<file path="config.mk">
export PLATFORM = sky130hd
export DESIGN_NAME = cpm_ctrl
export DESIGN_NICKNAME = d
export VERILOG_FILES = /design/src/rtl/cpm_pkg.sv /design/src/rtl/cpm_ctrl.sv
export VERILOG_INCLUDE_DIRS = /design/src /design/src/rtl
export SDC_FILE = /design/constraint.sdc
export NUM_CORES = 1
export LEC_CHECK = 0
export BUFFER_PORTS_ARGS = -buffer_cell sky130_fd_sc_hd__buf_2
export CORE_MARGIN = 4
export CORE_UTILIZATION = 40
export DETAILED_ROUTE_END_ITERATION = 7
export SKIP_LAST_GASP = 1
export SLEW_MARGIN = 20
export SYNTH_ARGS = -nofsm -noshare
export SYNTH_HDL_FRONTEND = slang
export SYNTH_SLANG_ARGS = --single-unit
export TNS_END_PERCENT = 50
</file>
<file path="constraint.sdc">
create_clock -name clk -period 2.17 [get_ports clk]
set_input_delay 0.434 -clock clk [delete_from_list [all_inputs] [get_ports clk]]
set_output_delay 0.434 -clock clk [all_outputs]
set_load 0.02 [all_outputs]
</file>
<file path="src/rtl/close_peak_merger_core_defines.svh">
// Assertion macros used by the close peak merger controller.
`ifndef CLOSE_PEAK_MERGER_CORE_DEFINES_SVH
`define CLOSE_PEAK_MERGER_CORE_DEFINES_SVH
`ifndef ASSERT_OFF
`define CPM_ASSERT_IMP(lbl, clk, rst, a, b) \
  lbl: assert property (@(posedge clk) disable iff (rst) (a) |-> (b)) \
    else $error("cpm assertion failed");
`define CPM_ASSERT_NXT(lbl, clk, rst, a, b) \
  lbl: assert property (@(posedge clk) disable iff (rst) (a) |=> (b)) \
    else $error("cpm assertion failed");
`else
`define CPM_ASSERT_IMP(lbl, clk, rst, a, b)
`define CPM_ASSERT_NXT(lbl, clk, rst, a, b)
`endif
`endif

</file>
<file path="src/rtl/cpm_pkg.sv">
// Types and constants of the close peak merger.
`default_nettype none
package cpm_pkg;
  localparam int unsigned CNT_W       = 16;
  localparam int unsigned MAX_CLUSTER = 65535;
  localparam int unsigned DIV_STEPS   = 80;
  localparam int unsigned MUL_STEPS   = 48;
  localparam int unsigned SQRT_STEPS  = 32;
  localparam int unsigned STEP_W      = 7;

  typedef enum logic [4:0] {
    CMD_NONE, CMD_LOAD, CMD_DECIDE, CMD_SQUARE, CMD_JOIN, CMD_START, CMD_CLOSE,
    CMD_PREP1, CMD_PREP2, CMD_DIV_STEP, CMD_MEAN_DONE, CMD_MUL_STEP,
    CMD_MULA_DONE, CMD_MULB_DONE, CMD_TERR_SINGLE, CMD_TERR_ZERO, CMD_TERR_SAT,
    CMD_TSQRT_INIT, CMD_SQRT_STEP, CMD_TSQRT_DONE, CMD_CSQRT_DONE, CMD_OUT
  } cmd_op_t;

  typedef struct packed {
    cmd_op_t op;
    logic    last;
  } cmd_t;

  typedef struct packed {
    logic joins;
    logic open;
    logic last;
    logic n_one;
    logic a_lt_b;
    logic q_ovf;
    logic out_busy;
  } sts_t;

  typedef enum logic [4:0] {
    ST_IDLE, ST_DECIDE, ST_SQUARE, ST_JOIN, ST_START, ST_PREP1, ST_PREP2,
    ST_MEAN_DIV, ST_MEAN_DONE, ST_TERR_ONE, ST_MUL_A, ST_MULA_DONE, ST_MUL_B,
    ST_MULB_DONE, ST_TERR_CHK, ST_TDIV, ST_TERR_PICK, ST_TSQRT, ST_TSQRT_DONE,
    ST_CSQRT, ST_CSQRT_DONE, ST_OUT, ST_CLOSE
  } state_t;
endpackage
`default_nettype wire

</file>
<file path="src/rtl/cpm_ctrl.sv">
// Controller: sequences cluster update and merged-peak computation.
`default_nettype none
`include "close_peak_merger_core_defines.svh"
module cpm_ctrl (
  input  wire logic          clk,
  input  wire logic          rst,
  input  wire logic          in_valid,
  output logic               in_stall,
  input  wire cpm_pkg::sts_t sts,
  output cpm_pkg::cmd_t      cmd
);
  import cpm_pkg::*;

  state_t state, state_next;
  logic [STEP_W-1:0] cnt, cnt_next;
  logic final_r, final_next;

  always_ff @(posedge clk) begin
    if (rst) begin
      state <= ST_IDLE;
      cnt <= '0;
      final_r <= 1'b0;
    end else begin
      state <= state_next;
      cnt <= cnt_next;
      final_r <= final_next;
    end
  end

  always_comb begin
    state_next = state;
    cnt_next = cnt;
    final_next = final_r;
    cmd.op = CMD_NONE;
    cmd.last = final_r;
    in_stall = 1'b1;
    case (state)
      ST_IDLE: begin
        in_stall = 1'b0;
        if (in_valid) begin
          cmd.op = CMD_LOAD;
          state_next = ST_DECIDE;
        end
      end
      ST_DECIDE: begin
        cmd.op = CMD_DECIDE;
        state_next = ST_SQUARE;
      end
      ST_SQUARE: begin
        cmd.op = CMD_SQUARE;
        if (sts.joins) state_next = ST_JOIN;
        else if (sts.open) begin
          final_next = 1'b0;
          state_next = ST_PREP1;
        end else state_next = ST_START;
      end
      ST_JOIN, ST_START: begin
        cmd.op = (state == ST_JOIN) ? CMD_JOIN : CMD_START;
        final_next = 1'b1;
        state_next = sts.last ? ST_PREP1 : ST_IDLE;
      end
      ST_PREP1: begin
        cmd.op = CMD_PREP1;
        state_next = ST_PREP2;
      end
      ST_PREP2: begin
        cmd.op = CMD_PREP2;
        cnt_next = STEP_W'(DIV_STEPS - 1);
        state_next = ST_MEAN_DIV;
      end
      ST_MEAN_DIV, ST_TDIV: begin
        cmd.op = CMD_DIV_STEP;
        cnt_next = cnt - 1'b1;
        if (cnt == '0) state_next = (state == ST_MEAN_DIV) ? ST_MEAN_DONE : ST_TERR_PICK;
      end
      ST_MEAN_DONE: begin
        cmd.op = CMD_MEAN_DONE;
        cnt_next = STEP_W'(MUL_STEPS - 1);
        state_next = sts.n_one ? ST_TERR_ONE : ST_MUL_A;
      end
      ST_TERR_ONE: begin
        cmd.op = CMD_TERR_SINGLE;
        cnt_next = STEP_W'(SQRT_STEPS - 1);
        state_next = ST_CSQRT;
      end
      ST_MUL_A, ST_MUL_B: begin
        cmd.op = CMD_MUL_STEP;
        cnt_next = cnt - 1'b1;
        if (cnt == '0) state_next = (state == ST_MUL_A) ? ST_MULA_DONE : ST_MULB_DONE;
      end
      ST_MULA_DONE: begin
        cmd.op = CMD_MULA_DONE;
        cnt_next = STEP_W'(MUL_STEPS - 1);
        state_next = ST_MUL_B;
      end
      ST_MULB_DONE: begin
        cmd.op = CMD_MULB_DONE;
        state_next = ST_TERR_CHK;
      end
      ST_TERR_CHK: begin
        if (sts.a_lt_b) begin
          cmd.op = CMD_TERR_ZERO;
          cnt_next = STEP_W'(SQRT_STEPS - 1);
          state_next = ST_CSQRT;
        end else begin
          cnt_next = STEP_W'(DIV_STEPS - 1);
          state_next = ST_TDIV;
        end
      end
      ST_TERR_PICK: begin
        cnt_next = STEP_W'(SQRT_STEPS - 1);
        if (sts.q_ovf) begin
          cmd.op = CMD_TERR_SAT;
          state_next = ST_CSQRT;
        end else begin
          cmd.op = CMD_TSQRT_INIT;
          state_next = ST_TSQRT;
        end
      end
      ST_TSQRT, ST_CSQRT: begin
        cmd.op = CMD_SQRT_STEP;
        cnt_next = cnt - 1'b1;
        if (cnt == '0) state_next = (state == ST_TSQRT) ? ST_TSQRT_DONE : ST_CSQRT_DONE;
      end
      ST_TSQRT_DONE: begin
        cmd.op = CMD_TSQRT_DONE;
        cnt_next = STEP_W'(SQRT_STEPS - 1);
        state_next = ST_CSQRT;
      end
      ST_CSQRT_DONE: begin
        cmd.op = CMD_CSQRT_DONE;
        state_next = ST_OUT;
      end
      ST_OUT: begin
        if (!sts.out_busy) begin
          cmd.op = CMD_OUT;
          state_next = final_r ? ST_CLOSE : ST_START;
        end
      end
      ST_CLOSE: begin
        cmd.op = CMD_CLOSE;
        state_next = ST_IDLE;
      end
      default: state_next = ST_IDLE;
    endcase
  end

  `CPM_ASSERT_IMP(a_out_free, clk, rst, cmd.op == CMD_OUT, !sts.out_busy)
  `CPM_ASSERT_NXT(a_beat_decide, clk, rst, in_valid && !in_stall, state == ST_DECIDE)
  `CPM_ASSERT_IMP(a_join_open, clk, rst, state == ST_SQUARE && sts.joins, sts.open)
endmodule
`default_nettype wire

</file>
==> run_results.csv <==
group,metric,value,unit
run_status,status,"finished, final reports clean",
setup_path,crit_family,"buffers and inverters",
detailed_routing,firstDrtPassIters,4,
global_route,grt_pass1_vias,1380,
setup_path,worstPathMaxFanout,17,
clocking,cts-buffers-inserted,3,
place,portBuffers,16,
global_route,antenna_found_initial,0,
setup_path,worst_ep_required_time,1740,ps
global_route,grt_pass1_wl,6417,um
final_layout,fillers,333,
sta,setup_viol,0,
power_and_ir_drop,p_leak,0.5909,nW
sta,tightest_slew,479.6,ps
floorplan,std_cell_rows,20,
final_layout,area_growth,14.30,%
detailed_routing,drt-total-wl,3818,um
setup_path,start_kind,"flip-flop",
place,dp_cells,244,
clocking,cts_num_sinks,13,
synth,synth.distinct_cells,46,
sta,finalCritPeriodShare,95.00,%
final_layout,regArea,269.0,sq um
synth,syn_inst,188,
clocking,cts_tree,"done",
clocking,root_buffer,"clkbuf_4",
setup_path,crit_type,"reg -> out",
job,cap_viol_max_count,0,
setup_path,rr_worst_depth,5,
synth,netlist_area,0.001286,sq mm
sta,rsz0062_at_grt,"true",
final_layout,multi_input_area,908.4,sq um
setup_path,slowest_delay,420,ps
detailed_routing,wl_per_cell,15.40,um
clocking,htreeDepth,1,
synth,syn_nets,200,
power_and_ir_drop,p_total,1.042,mW
synth,syn_area_per_cell,6.842,sq um
global_route,grt_max_degree,18,
final_layout,num_antenna_cells,0,
synth,async_flop_share,0,%
power_and_ir_drop,powerDensity,708.6,mW/mm^2
detailed_routing,drtIter0Drc,171,
setup_path,critical_path_buf_inv_count,3,
sta,hold_violations,0,
floorplan,fp.dieW,64.71,um
final_layout,design_area,0.001470,sq mm
sta,relSlewSlack,67.78,%
floorplan,initial_core_util,42.13,%
detailed_routing,via_count,1484,
setup_path,critPathCaptureType,"primary output",
setup_path,worst_ep_arrival_time,1630,ps
worst_hold_path,hold_depth,2,
place,dp.final_hpwl,2927,um
power_and_ir_drop,vdd.ir_drop.worst,314.7,uV
clocking,clk_latency,280,ps
clocking,cts.path.max_buffers,2,
floorplan,fp.dieH,64.71,um
final_layout,stdcell_count,248,
final_layout,drive_above_1_share,21.08,%
clocking,post_cts_buffers,0,
synth,ys_seq_elements,13,
setup_path,worstPathCellList,"buf_4, inv_1, o22ai_1, nand3_1, o21ai_1, buf_2",
detailed_routing,drc,0,
setup_path,rrSetupSlack,130,ps
floorplan,fp.coreArea,0.003053,sq mm
setup_path,slowest_stage,"dfxtp_2",
sta,maxSlewViolCount,0,
detailed_routing,drtAntennaViolNets,0,
setup_path,cp_num_cells,6,
floorplan,dieArea,0.004187,sq mm
global_route,grt.total_usage,19.20,%
clocking,path_clk_slew,80,ps
synth,yosysWarnings,0,
sta,clock.fmax,0.4851,GHz
detailed_routing,via_per_inst,5.984,
sta,setup_slack,108.5,ps
place,place_congestion,0.9325,
global_route,overflow,0,
sta,clock_skew,1.058,ps
floorplan,pin_count,17,
clocking,ctsHoldBuffers,0,
synth,synthFlopType,"dfxtp_1",
synth,synth-edff-count,0,
synth,ys_seq_area_share,20.23,%
place,dpl_cell_area,0.001433,sq mm
place,dpl_worst_slack,134.6,ps
worst_hold_path,worstHoldPathType,"in -> reg",
sta,period_needed,2061,ps
final_layout,fin_nets,217,
clocking,post_cts_resized,2,
final_layout,fin_util,48.16,%
## power breakdown
part	internal (mW)	leakage (nW)	total [mW]	switching, mW
clock	0.0715	0.0150	0.153	0.0815
combinational	0.225	0.468	0.566	0.341
sequential	0.264	0.108	0.323	0.0592
total	0.560	0.591	1.04	0.482
## layout by cell type, fill, tap and decap left out, types with 2 or more instances in the layout
| cell type | n |
|---|---|
| ha_1 | 2 |
| a211o_1 | 3 |
| and3b_1 | 2 |
| nand2b_1 | 6 |
| o22ai_1 | 5 |
| nor2_1 | 16 |
| dfxtp_1 | 8 |
| nand3_1 | 3 |
| dfxtp_2 | 4 |
| o21ai_1 | 2 |
| a31oi_1 | 3 |
| o32ai_1 | 2 |
| a22oi_1 | 2 |
| a32oi_1 | 2 |
| buf_4 | 13 |
| a211oi_1 | 2 |
| nand2_1 | 17 |
| xor2_1 | 2 |
| a221oi_1 | 2 |
| nor3_1 | 11 |
| o31ai_1 | 2 |
| a21oi_1 | 19 |
| inv_1 | 9 |
| a311oi_1 | 3 |
| nor4_1 | 4 |
| clkbuf_4 | 3 |
| o21ai_0 | 17 |
| nor2b_1 | 4 |
| buf_2 | 16 |
## metrics by stage
| step | hold WS (ps) | setup TNS (ps) |
|---|---|---|
| 5_1_grt | 480.1 | -7.290 |
| 3_5_place_dp | 481.2 | 0 |
| 3_3_place_gp | 474.1 | 0 |
| 2_1_floorplan | 456.8 | 0 |
| 6_report | 477.8 | 0 |
| 4_1_cts | 473.7 | -13.35 |
## worst paths after layout
path	to	startpoint
setup / recovery	cmd[3]	state[4]
hold / removal	state[3]	rst
setup reg to reg	state[3]	cnt[2]
hold reg to reg	cnt[4]	cnt[4]
## registers in the layout, summed over array words and instances (netlist names)
name / cells
final_r: 1
cnt: 7
state: 5
## final cells by class
| class | instances | share of cell area [%] |
|---|---|---|
| well taps | 44 | 3.745 |
| repair buffers | 29 | 12.09 |
| flip-flops and latches | 13 | 18.30 |
| clock buffers | 4 | 1.787 |
| multi-input cells | 149 | 61.79 |
| inverters | 9 | 2.298 |
## routing by layer
layer	vias up	share of wire [%]	global-route usage (%)
met3	14	5.3	2.773
met1	681	45	23.60
met2	59	47	32.82
met4	0	2.8	8.707
met5	-	0	0
li1	730	-	-
## cell usage after synthesis, types with 4 or more instances
cell	number	area share (%)
dfxtp_1	13	20
o21ai_0	18	7.0
nor2_1	16	4.7
nor2b_1	5	2.4
inv_1	9	2.6
o22ai_1	5	2.4
nand2_1	17	5.0
nand2b_1	6	2.9
clkbuf_1	11	3.2
nor4_1	4	1.9
a21oi_1	19	7.4
nor3_1	11	4.3
## logic make-up (layout without fill, tap and decap cells)
kind of cell | Yosys count | count (layout) | share of synthesized area (%)
buffers and inverters | 26 | 42 | 9.338
muxes | 1 | 1 | 0.7782
adders and majority gates | 2 | 2 | 1.945
xor gates and xnor gates | 3 | 3 | 2.043
DFF | 13 | 13 | 20.23
AOI/OAI and AO/OA | 69 | 69 | 34.53
and+or+nand+nor | 74 | 74 | 31.13
Note: power is estimated with default switching activity, not from simulation.
